## src/rtl/normalized_histogram_assert.svh

```systemverilog
// Assertion macros for the normalized histogram block.
// Included by the top level; no other dependencies.
`ifndef NORMALIZED_HISTOGRAM_ASSERT_SVH
`define NORMALIZED_HISTOGRAM_ASSERT_SVH
`ifndef SYNTHESIS
`define NH_ASSERT_IMP(label, ck, rn, ante, cons) \
    label: assert property (@(posedge ck) disable iff (!rn) (ante) |-> (cons)) \
        else $error("normalized_histogram: implication check failed");
`define NH_ASSERT_NXT(label, ck, rn, ante, cons) \
    label: assert property (@(posedge ck) disable iff (!rn) (ante) |=> (cons)) \
        else $error("normalized_histogram: next-cycle check failed");
`else
`define NH_ASSERT_IMP(label, ck, rn, ante, cons)
`define NH_ASSERT_NXT(label, ck, rn, ante, cons)
`endif
`endif

```

## src/rtl/nh_pkg.sv

```systemverilog
// Shared constants and types of the normalized histogram block.
// No dependencies; used by the front end, the back end and the top level.
`default_nettype none
package nh_pkg;
    localparam int unsigned SAMPLE_W     = 16;
    localparam int unsigned CFG_W        = 16;
    localparam int unsigned CFG_INDEX_W  = 1;
    localparam int unsigned BIN_INDEX_W  = 6;
    localparam int unsigned PROB_W       = 25;
    // Quotient bits produced by the divider: one fraction bit more than Q1.24, for rounding.
    localparam int unsigned RAW_Q_W      = 25;
    localparam int unsigned STEP_W       = 5;
    localparam int unsigned SMOOTH_INV   = 100000;
    localparam int unsigned SMOOTH_W     = 17;
    localparam int unsigned QUEUE_DEPTH  = 4;
    localparam logic [CFG_W-1:0] LOW_BOUND_RESET = 16'sd0;
    localparam logic [CFG_W-1:0] BIN_SIZE_RESET  = 16'd1024;

    typedef enum logic [CFG_INDEX_W-1:0] {
        CFG_LOW_BOUND = 1'b0,
        CFG_BIN_SIZE  = 1'b1
    } cfg_index_t;
endpackage
`default_nettype wire

```

## src/rtl/nh_ram.sv

```systemverilog
// Generic single-write, single-read RAM with registered read data.
// Read during a write to the same address returns the old contents.
`default_nettype none
module nh_ram #(
    parameter int unsigned WIDTH = 20,
    parameter int unsigned DEPTH = 32
) (
    input  wire logic                     clk,
    input  wire logic                     we,
    input  wire logic [$clog2(DEPTH)-1:0] waddr,
    input  wire logic [WIDTH-1:0]         wdata,
    input  wire logic [$clog2(DEPTH)-1:0] raddr,
    output logic      [WIDTH-1:0]         rdata
);
    logic [WIDTH-1:0] mem [DEPTH];
    logic [WIDTH-1:0] rdata_reg;

    always_ff @(posedge clk)
    begin
        if (we)
        begin
            mem[waddr] <= wdata;
        end
        rdata_reg <= mem[raddr];
    end

    assign rdata = rdata_reg;
endmodule
`default_nettype wire

```

## src/rtl/nh_queue.sv

```systemverilog
// Small FIFO between the binning front end and the counting back end.
// No package dependencies.
`default_nettype none
module nh_queue #(
    parameter int unsigned WIDTH = 6,
    parameter int unsigned DEPTH = 4
) (
    input  wire logic             clk,
    input  wire logic             rst_n,
    input  wire logic             push,
    input  wire logic [WIDTH-1:0] push_data,
    output logic                  full,
    input  wire logic             pop,
    output logic      [WIDTH-1:0] pop_data,
    output logic                  not_empty
);
    localparam int unsigned PTR_W = $clog2(DEPTH);
    localparam int unsigned CNT_W = $clog2(DEPTH + 1);

    logic [WIDTH-1:0] slots [DEPTH];
    logic [PTR_W-1:0] wr_ptr_reg, wr_ptr_next;
    logic [PTR_W-1:0] rd_ptr_reg, rd_ptr_next;
    logic [CNT_W-1:0] fill_reg, fill_next;

    always_comb
    begin
        wr_ptr_next = wr_ptr_reg;
        rd_ptr_next = rd_ptr_reg;
        fill_next   = fill_reg;
        if (push)
        begin
            wr_ptr_next = (wr_ptr_reg == PTR_W'(DEPTH - 1)) ? '0 : wr_ptr_reg + 1'b1;
        end
        if (pop)
        begin
            rd_ptr_next = (rd_ptr_reg == PTR_W'(DEPTH - 1)) ? '0 : rd_ptr_reg + 1'b1;
        end
        if (push && !pop)
        begin
            fill_next = fill_reg + 1'b1;
        end
        else if (pop && !push)
        begin
            fill_next = fill_reg - 1'b1;
        end
    end

    always_ff @(posedge clk or negedge rst_n)
    begin
        if (!rst_n)
        begin
            wr_ptr_reg <= '0;
            rd_ptr_reg <= '0;
            fill_reg   <= '0;
        end
        else
        begin
            wr_ptr_reg <= wr_ptr_next;
            rd_ptr_reg <= rd_ptr_next;
            fill_reg   <= fill_next;
        end
    end

    always_ff @(posedge clk)
    begin
        if (push)
        begin
            slots[wr_ptr_reg] <= push_data;
        end
    end

    assign full      = (fill_reg == CNT_W'(DEPTH));
    assign not_empty = (fill_reg != '0);
    assign pop_data  = slots[rd_ptr_reg];
endmodule
`default_nettype wire

```

## src/rtl/nh_front.sv

```systemverilog
// Front end: takes samples in, works out each one's bin with a bit-serial divider and
// hands the bin to the queue. Depends on nh_pkg for field widths.
`default_nettype none
module nh_front #(
    parameter int unsigned BINS  = 32,
    parameter int unsigned BIN_W = 5
) (
    input  wire logic                           clk,
    input  wire logic                           rst_n,
    input  wire logic                           start,
    output logic                                busy,
    input  wire logic signed [nh_pkg::SAMPLE_W-1:0] sample,
    input  wire logic                           is_last,
    input  wire logic        [nh_pkg::CFG_W-1:0] low_bound,
    input  wire logic        [nh_pkg::CFG_W-1:0] bin_size,
    input  wire logic                           queue_full,
    output logic                                push,
    output logic             [BIN_W-1:0]        push_bin,
    output logic                                push_last
);
    localparam int unsigned SW = nh_pkg::SAMPLE_W;
    localparam int unsigned WX = SW + BIN_W;
    localparam int unsigned QW = BIN_W + 1;
    localparam int unsigned CW = $clog2(BIN_W + 1);

    typedef enum logic [2:0] {
        F_IDLE = 3'b001,
        F_DIV  = 3'b010,
        F_PUSH = 3'b100
    } front_state_t;

    front_state_t  state_reg, state_next;
    logic [WX-1:0] rem_reg, rem_next;
    logic [WX-1:0] div_reg, div_next;
    logic [QW-1:0] quo_reg, quo_next;
    logic [CW-1:0] step_reg, step_next;
    logic          neg_reg, neg_next;
    logic          last_reg, last_next;
    logic          accept;

    logic [SW:0]      diff;
    logic [SW-1:0]    w_eff;
    logic             ge;
    logic [BIN_W-1:0] bin_c;

    // A finished bin leaves in the same cycle that the next sample may come in.
    assign push   = (state_reg == F_PUSH) && !queue_full;
    assign busy   = !((state_reg == F_IDLE) || push);
    assign accept = start && !busy;

    assign diff  = {sample[SW-1], sample} - {low_bound[SW-1], low_bound};
    assign w_eff = (bin_size == '0) ? SW'(1) : bin_size;
    assign ge    = (rem_reg >= div_reg);

    // The first step tests the top bin edge itself, so a set top quotient bit means the
    // sample lies above the last bin and the remaining bits are not needed.
    always_comb
    begin
        state_next = state_reg;
        rem_next   = rem_reg;
        div_next   = div_reg;
        quo_next   = quo_reg;
        step_next  = step_reg;
        neg_next   = neg_reg;
        last_next  = last_reg;
        if (accept)
        begin
            rem_next   = WX'(diff[SW-1:0]);
            div_next   = {w_eff, {BIN_W{1'b0}}};
            quo_next   = '0;
            step_next  = '0;
            neg_next   = diff[SW];
            last_next  = is_last;
            state_next = F_DIV;
        end
        else if (push)
        begin
            state_next = F_IDLE;
        end
        else if (state_reg == F_DIV)
        begin
            rem_next  = ge ? (rem_reg - div_reg) : rem_reg;
            div_next  = div_reg >> 1;
            quo_next  = {quo_reg[QW-2:0], ge};
            step_next = step_reg + 1'b1;
            if (step_reg == CW'(BIN_W))
            begin
                state_next = F_PUSH;
            end
        end
    end

    always_ff @(posedge clk or negedge rst_n)
    begin
        if (!rst_n)
        begin
            state_reg <= F_IDLE;
        end
        else
        begin
            state_reg <= state_next;
        end
    end

    always_ff @(posedge clk)
    begin
        rem_reg  <= rem_next;
        div_reg  <= div_next;
        quo_reg  <= quo_next;
        step_reg <= step_next;
        neg_reg  <= neg_next;
        last_reg <= last_next;
    end

    always_comb
    begin
        priority if (neg_reg)
        begin
            bin_c = '0;
        end
        else if (quo_reg[BIN_W])
        begin
            bin_c = BIN_W'(BINS - 1);
        end
        else if (quo_reg[BIN_W-1:0] > BIN_W'(BINS - 1))
        begin
            bin_c = BIN_W'(BINS - 1);
        end
        else
        begin
            bin_c = quo_reg[BIN_W-1:0];
        end
    end

    assign push_bin  = bin_c;
    assign push_last = last_reg;
endmodule
`default_nettype wire

```

## src/rtl/nh_back.sv

```systemverilog
// Back end: bin counters in RAM, sample count and overflow flag, and the emission
// sequencer with its restoring divider. Depends on nh_pkg and nh_ram.
`default_nettype none
module nh_back #(
    parameter int unsigned BINS       = 32,
    parameter int unsigned COUNT_BITS = 20,
    parameter int unsigned BIN_W      = 5
) (
    input  wire logic                                clk,
    input  wire logic                                rst_n,
    input  wire logic                                queue_valid,
    input  wire logic [BIN_W-1:0]                    queue_bin,
    input  wire logic                                queue_last,
    output logic                                     pop,
    output logic                                     result_strobe,
    output logic      [nh_pkg::BIN_INDEX_W-1:0]      bin_index,
    output logic      [nh_pkg::PROB_W-1:0]           probability,
    output logic                                     last_bin,
    output logic                                     overflow
);
    localparam int unsigned NUM_W = COUNT_BITS + nh_pkg::SMOOTH_W;
    localparam int unsigned QW    = nh_pkg::RAW_Q_W;
    localparam int unsigned SW    = nh_pkg::STEP_W;
    localparam logic [NUM_W-1:0] K_NUM = NUM_W'(nh_pkg::SMOOTH_INV);
    localparam logic [NUM_W-1:0] K_DEN = NUM_W'(nh_pkg::SMOOTH_INV + BINS);

    typedef enum logic [5:0] {
        S_RUN   = 6'b000001,
        S_DRAIN = 6'b000010,
        S_DEN   = 6'b000100,
        S_READ  = 6'b001000,
        S_NUM   = 6'b010000,
        S_DIV   = 6'b100000
    } state_t;

    state_t state_reg, state_next;

    logic [COUNT_BITS-1:0] count_reg, count_next;
    logic                  dropped_reg, dropped_next;
    logic [BINS-1:0]       written_reg, written_next;
    logic                  b_valid_reg, b_valid_next;
    logic [BIN_W-1:0]      b_bin_reg, b_bin_next;
    logic                  wr_valid_reg;
    logic [BIN_W-1:0]      wr_bin_reg;
    logic [COUNT_BITS-1:0] wr_data_reg;
    logic [BIN_W-1:0]      k_reg, k_next;
    logic [SW-1:0]         step_reg, step_next;
    logic [NUM_W-1:0]      den_reg, den_next;
    logic [NUM_W-1:0]      rem_reg, rem_next;
    logic [QW-1:0]         q_reg, q_next;

    logic                        strobe_reg, strobe_next;
    logic [nh_pkg::BIN_INDEX_W-1:0] idx_reg, idx_next;
    logic [nh_pkg::PROB_W-1:0]   prob_reg, prob_next;
    logic                        lastb_reg, lastb_next;
    logic                        ovf_reg, ovf_next;

    logic [BIN_W-1:0]      raddr;
    logic [COUNT_BITS-1:0] rdata;
    logic [COUNT_BITS-1:0] old_count;
    logic [COUNT_BITS-1:0] inc_value;
    logic [COUNT_BITS-1:0] bin_count;
    logic [NUM_W:0]        shifted;
    logic                  ge;
    logic [QW-1:0]         q_new;
    logic [QW:0]           rounded;

    nh_ram #(
        .WIDTH(COUNT_BITS),
        .DEPTH(BINS)
    ) u_counts (
        .clk  (clk),
        .we   (b_valid_reg),
        .waddr(b_bin_reg),
        .wdata(inc_value),
        .raddr(raddr),
        .rdata(rdata)
    );

    assign pop   = queue_valid && (state_reg == S_RUN);
    assign raddr = (state_reg == S_RUN) ? queue_bin : k_reg;

    // The counter read for an item is taken at the same edge as the previous item's write and
    // returns the old contents, so the last write is forwarded. A bin never written since the
    // last emission reads as zero.
    always_comb
    begin
        if (wr_valid_reg && (wr_bin_reg == b_bin_reg))
        begin
            old_count = wr_data_reg;
        end
        else if (written_reg[b_bin_reg])
        begin
            old_count = rdata;
        end
        else
        begin
            old_count = '0;
        end
        inc_value = old_count + 1'b1;
        bin_count = written_reg[k_reg] ? rdata : '0;
    end

    assign shifted = {rem_reg, 1'b0};
    assign ge      = (shifted >= {1'b0, den_reg});
    assign q_new   = {q_reg[QW-2:0], ge};
    assign rounded = {1'b0, q_new} + (QW + 1)'(1);

    always_comb
    begin
        state_next   = state_reg;
        count_next   = count_reg;
        dropped_next = dropped_reg;
        written_next = written_reg;
        b_valid_next = 1'b0;
        b_bin_next   = b_bin_reg;
        k_next       = k_reg;
        step_next    = step_reg;
        den_next     = den_reg;
        rem_next     = rem_reg;
        q_next       = q_reg;
        strobe_next  = 1'b0;
        idx_next     = idx_reg;
        prob_next    = prob_reg;
        lastb_next   = lastb_reg;
        ovf_next     = ovf_reg;

        if (b_valid_reg)
        begin
            written_next[b_bin_reg] = 1'b1;
        end

        unique case (state_reg)
            S_RUN:
            begin
                if (pop)
                begin
                    b_bin_next = queue_bin;
                    if (count_reg == '1)
                    begin
                        dropped_next = 1'b1;
                    end
                    else
                    begin
                        b_valid_next = 1'b1;
                        count_next   = count_reg + 1'b1;
                    end
                    if (queue_last)
                    begin
                        state_next = S_DRAIN;
                    end
                end
            end
            S_DRAIN:
            begin
                state_next = S_DEN;
            end
            S_DEN:
            begin
                den_next   = NUM_W'(count_reg) * K_DEN;
                k_next     = '0;
                state_next = S_READ;
            end
            S_READ:
            begin
                state_next = S_NUM;
            end
            S_NUM:
            begin
                rem_next   = NUM_W'(bin_count) * K_NUM + NUM_W'(count_reg);
                q_next     = '0;
                step_next  = '0;
                state_next = S_DIV;
            end
            S_DIV:
            begin
                rem_next  = ge ? NUM_W'(shifted - {1'b0, den_reg}) : NUM_W'(shifted);
                q_next    = q_new;
                step_next = step_reg + 1'b1;
                if (step_reg == SW'(QW - 1))
                begin
                    strobe_next = 1'b1;
                    idx_next    = nh_pkg::BIN_INDEX_W'(k_reg);
                    prob_next   = rounded[QW:1];
                    lastb_next  = (k_reg == BIN_W'(BINS - 1));
                    ovf_next    = dropped_reg;
                    if (k_reg == BIN_W'(BINS - 1))
                    begin
                        count_next   = '0;
                        dropped_next = 1'b0;
                        written_next = '0;
                        k_next       = '0;
                        state_next   = S_RUN;
                    end
                    else
                    begin
                        k_next     = k_reg + 1'b1;
                        state_next = S_READ;
                    end
                end
            end
            default:
            begin
                state_next = S_RUN;
            end
        endcase
    end

    always_ff @(posedge clk or negedge rst_n)
    begin
        if (!rst_n)
        begin
            state_reg    <= S_RUN;
            count_reg    <= '0;
            dropped_reg  <= 1'b0;
            written_reg  <= '0;
            b_valid_reg  <= 1'b0;
            wr_valid_reg <= 1'b0;
            k_reg        <= '0;
            step_reg     <= '0;
            strobe_reg   <= 1'b0;
        end
        else
        begin
            state_reg    <= state_next;
            count_reg    <= count_next;
            dropped_reg  <= dropped_next;
            written_reg  <= written_next;
            b_valid_reg  <= b_valid_next;
            wr_valid_reg <= b_valid_reg;
            k_reg        <= k_next;
            step_reg     <= step_next;
            strobe_reg   <= strobe_next;
        end
    end

    always_ff @(posedge clk)
    begin
        b_bin_reg   <= b_bin_next;
        wr_bin_reg  <= b_bin_reg;
        wr_data_reg <= inc_value;
        den_reg     <= den_next;
        rem_reg     <= rem_next;
        q_reg       <= q_next;
        idx_reg     <= idx_next;
        prob_reg    <= prob_next;
        lastb_reg   <= lastb_next;
        ovf_reg     <= ovf_next;
    end

    assign result_strobe = strobe_reg;
    assign bin_index     = idx_reg;
    assign probability   = prob_reg;
    assign last_bin      = lastb_reg;
    assign overflow      = ovf_reg;
endmodule
`default_nettype wire

```

## src/rtl/normalized_histogram.sv

```systemverilog
// A sample marked is_last passes the bin divider, the queue and the emission set-up (drain
// and denominator); then for each bin come a counter read, the numerator, the quotient bits
// of the restoring divider and an output register. A new sample is taken only once the
// bit-serial bin divider has finished the previous one and its bin leaves for the queue;
// during an emission the four-entry queue fills and busy holds further samples off.
// Results cannot stall. Reset clears the counters through valid bits.
`default_nettype none
`include "normalized_histogram_assert.svh"
module normalized_histogram #(
    parameter int unsigned BINS       = 32,
    parameter int unsigned COUNT_BITS = 20
) (
    input  wire logic                                  clk,
    input  wire logic                                  rst_n,
    input  wire logic                                  cfg_write,
    input  wire logic [nh_pkg::CFG_INDEX_W-1:0]        cfg_index,
    input  wire logic [nh_pkg::CFG_W-1:0]              cfg_data,
    input  wire logic                                  start,
    output logic                                       busy,
    input  wire logic signed [nh_pkg::SAMPLE_W-1:0]    sample,
    input  wire logic                                  is_last,
    output logic                                       result_strobe,
    output logic      [nh_pkg::BIN_INDEX_W-1:0]        bin_index,
    output logic      [nh_pkg::PROB_W-1:0]             probability,
    output logic                                       last_bin,
    output logic                                       overflow
);
    localparam int unsigned BIN_W = $clog2(BINS);
    localparam int unsigned QD_W  = BIN_W + 1;

    logic [nh_pkg::CFG_W-1:0] low_bound_reg;
    logic [nh_pkg::CFG_W-1:0] bin_size_reg;

    logic             push;
    logic [BIN_W-1:0] push_bin;
    logic             push_last;
    logic             queue_full;
    logic             queue_valid;
    logic             pop;
    logic [QD_W-1:0]  pop_data;

    always_ff @(posedge clk or negedge rst_n)
    begin
        if (!rst_n)
        begin
            low_bound_reg <= nh_pkg::LOW_BOUND_RESET;
            bin_size_reg  <= nh_pkg::BIN_SIZE_RESET;
        end
        else if (cfg_write)
        begin
            unique case (nh_pkg::cfg_index_t'(cfg_index))
                nh_pkg::CFG_LOW_BOUND: low_bound_reg <= cfg_data;
                nh_pkg::CFG_BIN_SIZE:  bin_size_reg  <= cfg_data;
                default:               bin_size_reg  <= bin_size_reg;
            endcase
        end
    end

    nh_front #(
        .BINS (BINS),
        .BIN_W(BIN_W)
    ) u_front (
        .clk       (clk),
        .rst_n     (rst_n),
        .start     (start),
        .busy      (busy),
        .sample    (sample),
        .is_last   (is_last),
        .low_bound (low_bound_reg),
        .bin_size  (bin_size_reg),
        .queue_full(queue_full),
        .push      (push),
        .push_bin  (push_bin),
        .push_last (push_last)
    );

    nh_queue #(
        .WIDTH(QD_W),
        .DEPTH(nh_pkg::QUEUE_DEPTH)
    ) u_queue (
        .clk      (clk),
        .rst_n    (rst_n),
        .push     (push),
        .push_data({push_bin, push_last}),
        .full     (queue_full),
        .pop      (pop),
        .pop_data (pop_data),
        .not_empty(queue_valid)
    );

    nh_back #(
        .BINS      (BINS),
        .COUNT_BITS(COUNT_BITS),
        .BIN_W     (BIN_W)
    ) u_back (
        .clk          (clk),
        .rst_n        (rst_n),
        .queue_valid  (queue_valid),
        .queue_bin    (pop_data[QD_W-1:1]),
        .queue_last   (pop_data[0]),
        .pop          (pop),
        .result_strobe(result_strobe),
        .bin_index    (bin_index),
        .probability  (probability),
        .last_bin     (last_bin),
        .overflow     (overflow)
    );

    // Bin results are spaced by a full divide, so two strobes never touch.
    `NH_ASSERT_NXT(a_strobe_spaced, clk, rst_n, result_strobe, !result_strobe)
    `NH_ASSERT_IMP(a_prob_range, clk, rst_n, result_strobe, probability <= 25'd16777216)
    `NH_ASSERT_IMP(a_index_range, clk, rst_n, result_strobe, bin_index <= 6'(BINS - 1))
    `NH_ASSERT_IMP(a_no_push_full, clk, rst_n, push, !queue_full || pop)
endmodule
`default_nettype wire
```

## config.mk

```make
export PLATFORM = sky130hd
export DESIGN_NAME = normalized_histogram
export DESIGN_NICKNAME = d
export VERILOG_FILES = /design/src/rtl/nh_pkg.sv /design/src/rtl/nh_ram.sv /design/src/rtl/nh_queue.sv /design/src/rtl/nh_front.sv /design/src/rtl/nh_back.sv /design/src/rtl/normalized_histogram.sv
export VERILOG_INCLUDE_DIRS = /design/src /design/src/rtl
export SDC_FILE = /design/constraint.sdc
export NUM_CORES = 2
export LEC_CHECK = 0
export BUFFER_PORTS_ARGS = -buffer_cell sky130_fd_sc_hd__buf_4
export CORE_MARGIN = 10
export CORE_UTILIZATION = 30
export CTS_BUF_LIST = sky130_fd_sc_hd__clkbuf_8
export DETAILED_ROUTE_END_ITERATION = 7
export PLACE_DENSITY = 0.42
export SYNTH_ARGS = -nofsm -noshare
export SYNTH_HDL_FRONTEND = slang
export SYNTH_SLANG_ARGS = --single-unit
```

## constraint.sdc

```tcl
create_clock -name clk -period 10.8 [get_ports clk]
set_input_delay 1.62 -clock clk [delete_from_list [all_inputs] [get_ports clk]]
set_output_delay 1.62 -clock clk [all_outputs]
set_load 0.05 [all_outputs]
```

==> results.toml <==
[yosys]
synth_most_common_cell = "edfxtp_1"
synth.distinct_cells = 92
synth_fp_nets = 5058
synth_warnings = 0
synthTopCellsByCount = "827 x edfxtp_1, 545 x nand2_1, 331 x ha_1, 329 x inv_1, 254 x nor2_1"
syn_area_sq_um = 53200
synth_edf_count = 827
yosysTopAreaCellShare = 0.467
synth_largest_area_cell = "edfxtp_1"
synth_flop_cell = "edfxtp_1"
syn_inst = 4579
synthTopCellsByArea = "edfxtp_1 47%, ha_1 7.8%, dfrtp_1 5.2%"
ys_async_sr_fraction = 0.113
synth-seq-area-share = 0.545
ys_ff_latch = 1005
synth_area_per_cell_sq_um = 11.6

[power]
max-vdd-ir-drop_mv = 0.123
p_per_area_nw_per_um2 = 129
p_leak_uw = 0.0233

[layout]
design_area_sq_um = 60300
multi_input_area_sq_um = 22500
drive_gt1_frac = 0.107
largest_reg_flops = 640
seqCellArea_sq_um = 29000
syn_to_final_growth_pct = 13.4
fill_cells = 17681
nets = 5170

[sta]
relSlewSlack = 0.209
timing.fmax_ghz = 0.114
rsz0062_at_grt = "false"
tns_ns = 0
drv_slew = 0
layout_setup_ws_ns = 2.01
fin_crit_sh = 0.814
worstMarginPinSlew_ns = 1.19
setup_viol = 0
hold_violations = 0
skew_ns = 0.0783
min_period_ns = 8.79

[critical_path]
endpoint_kind = "flip-flop"
worstPathArrival_ns = 9.52
required_ns = 11.54
crit_path_frequent_cell = "ha_1"
path_buf_inv = 3
worstSetupStartpointType = "flip-flop"
path_class = "flip-flop to flip-flop"
cp_top_family = "adder cells"
path_max_fanout = 20
cp_slowest_cell = "dfrtp_1"
max_stage_delay_ns = 0.84

[cts]
numCtsBuffers = 183
cts_setup_buffers = 0
clkLatencyLatePin_ns = 0.91
clock_sinks = 1005
htree_levels = 4
tritoncts = "built"
clockBufferDepth = 3
cts_hold_buffers = 0
clkTransAtPathRegs_ns = 0.06
post_cts_resize_count = 0
root_buffer = "clkbuf_8"

[worst_hold_path]
holdCritPathClass = "flip-flop to flip-flop"

[floorplanning]
die_h_um = 441
io_pins = 73
initial_core_util = 0.302
fp.dieW_um = 441
fp.coreArea_sq_um = 176000
dieArea_sq_um = 194000
rows = 154

[routing]
routed_wirelength_um = 146000
via_count = 34859
drt_pass1_iterations = 5
routedWlPerCell_um = 20.3
ant_nets = 0
vias_per_cell = 4.85
first_iter_violations = 1931
drc = 0

[placement]
preCtsSetupSlack_ns = 2.06
portBuffers = 71
dp_hpwl_um = 92200
placed_area_sq_um = 56800
place_congestion = 0.781

[global_route]
grt_start_max_net_pins = 186
antenna_found_initial = 5
track_usage = 0.148
grt_pass1_wl_um = 223000
grt_pass1_vias = 36095
overflow = 0

[outcome]
status = "completed"

[run]
cap_violations = 0
==> where the power goes <==
| part | leakage, uW | total [uW] | switching [uW] | internal, uW |
|---|---|---|---|---|
| Combinational | 0.0132 | 113 | 63.1 | 50.1 |
| Sequential | 0.00814 | 4170 | 11.0 | 4160 |
| Clock | 0.00199 | 3510 | 1670 | 1840 |
| Total | 0.0233 | 7790 | 1740 | 6050 |
==> metrics by stage <==
stage | hold slack (ns) | util | total power, uW | cells
final | 0.470 | 0.342 | 7790 | 7185
after detailed placement | 0.463 | 0.322 | 4360 | 6846
after global placement | 0.453 | 0.322 | 4360 | 6846
after global routing | 0.480 | 0.342 | 8110 | 7183
after floorplan | 0.346 | - | 4320 | 4579
after CTS | 0.472 | 0.342 | 7940 | 7181
==> cell type report <==
class | instances | share of cell area
Sequential cell | 1005 | 0.480
Multi-Input combinational cell | 3030 | 0.373
Tap cell | 2340 | 0.0486
Clock buffer | 201 | 0.0459
Inverter | 329 | 0.0205
Timing Repair Buffer | 142 | 0.0184
Clock inverter | 134 | 0.0126
Antenna cell | 4 | 0.000166
==> placed cells by master (no fill, tap or decap), drive strengths merged, types with 12 or more instances in the layout <==
cell and n:
dfxtp 64, o21ai 156, nor3 37, a21o 79
ha 331, o21a 12, a311oi 84, mux2 23
a21oi 216, dfrtp 111, clkinv 70, a22oi 14
mux4 24, a31oi 104, xor2 75, nand2 545
mux2i 27, fa 110, or3 13, buf 142
nor2 255, and2 184, inv 387, clkbuf 201
edfxtp 827, nand4 20, nor4 13, nand2b 25
a211oi 244, and3 48, nor2b 46, nand3 67
o21bai 14, xnor2 119
==> worst reg2reg max path: cells and delay by family (launching register included) <==
| family | cells | cell delay [ns] |
|---|---|---|
| DFF | 1 | 0.84 |
| muxes | 3 | 1.29 |
| AOI/OAI and AO/OA | 8 | 1.97 |
| adders and majority gates | 7 | 2.53 |
| buffers and inverters | 3 | 0.37 |
| and+or+nand+nor | 5 | 1.40 |
| xor gates and xnor gates | 1 | 0.24 |
==> path summary, 6_finish.rpt <==
| kind | depth (start not counted) | slack (ns) | endpoint | from |
|---|---|---|---|---|
| max | 27 | 2.01 | u_back.rem_reg[36] | u_back.k_reg[0] |
| min reg2reg | 2 | 0.47 | u_front.div_reg[0] | u_front.div_reg[0] |
| min in group asynchronous | 1 | 0.69 | low_bound_reg[11] | rst_n |
| min | 2 | 0.47 | u_front.div_reg[0] | u_front.div_reg[0] |
| max in group asynchronous | 2 | 8.74 | u_queue.wr_ptr_reg[1] | rst_n |
| max reg2reg | 27 | 2.01 | u_back.rem_reg[36] | u_back.k_reg[0] |
==> layer usage <==
metal / vias up / global-route usage / wire [um]
met5: - / 0 / 27
met4: 4 / 0.0394 / 2970
met3: 212 / 0.0252 / 5030
met2: 508 / 0.249 / 69500
met1: 17224 / 0.198 / 68000
li1: 16911 / - / -
==> kinds of logic after synthesis <==
family,count (synthesis),share of synthesized area
and+or+nand+nor,1298,0.115
xor gates and xnor gates,194,0.0320
adders and majority gates,441,0.119
buffers and inverters,544,0.0393
other,1,0.0000705
AOI/OAI and AO/OA,1022,0.130
DFF,1005,0.545
muxes,74,0.0201
Power figures use the tool's default switching activity.
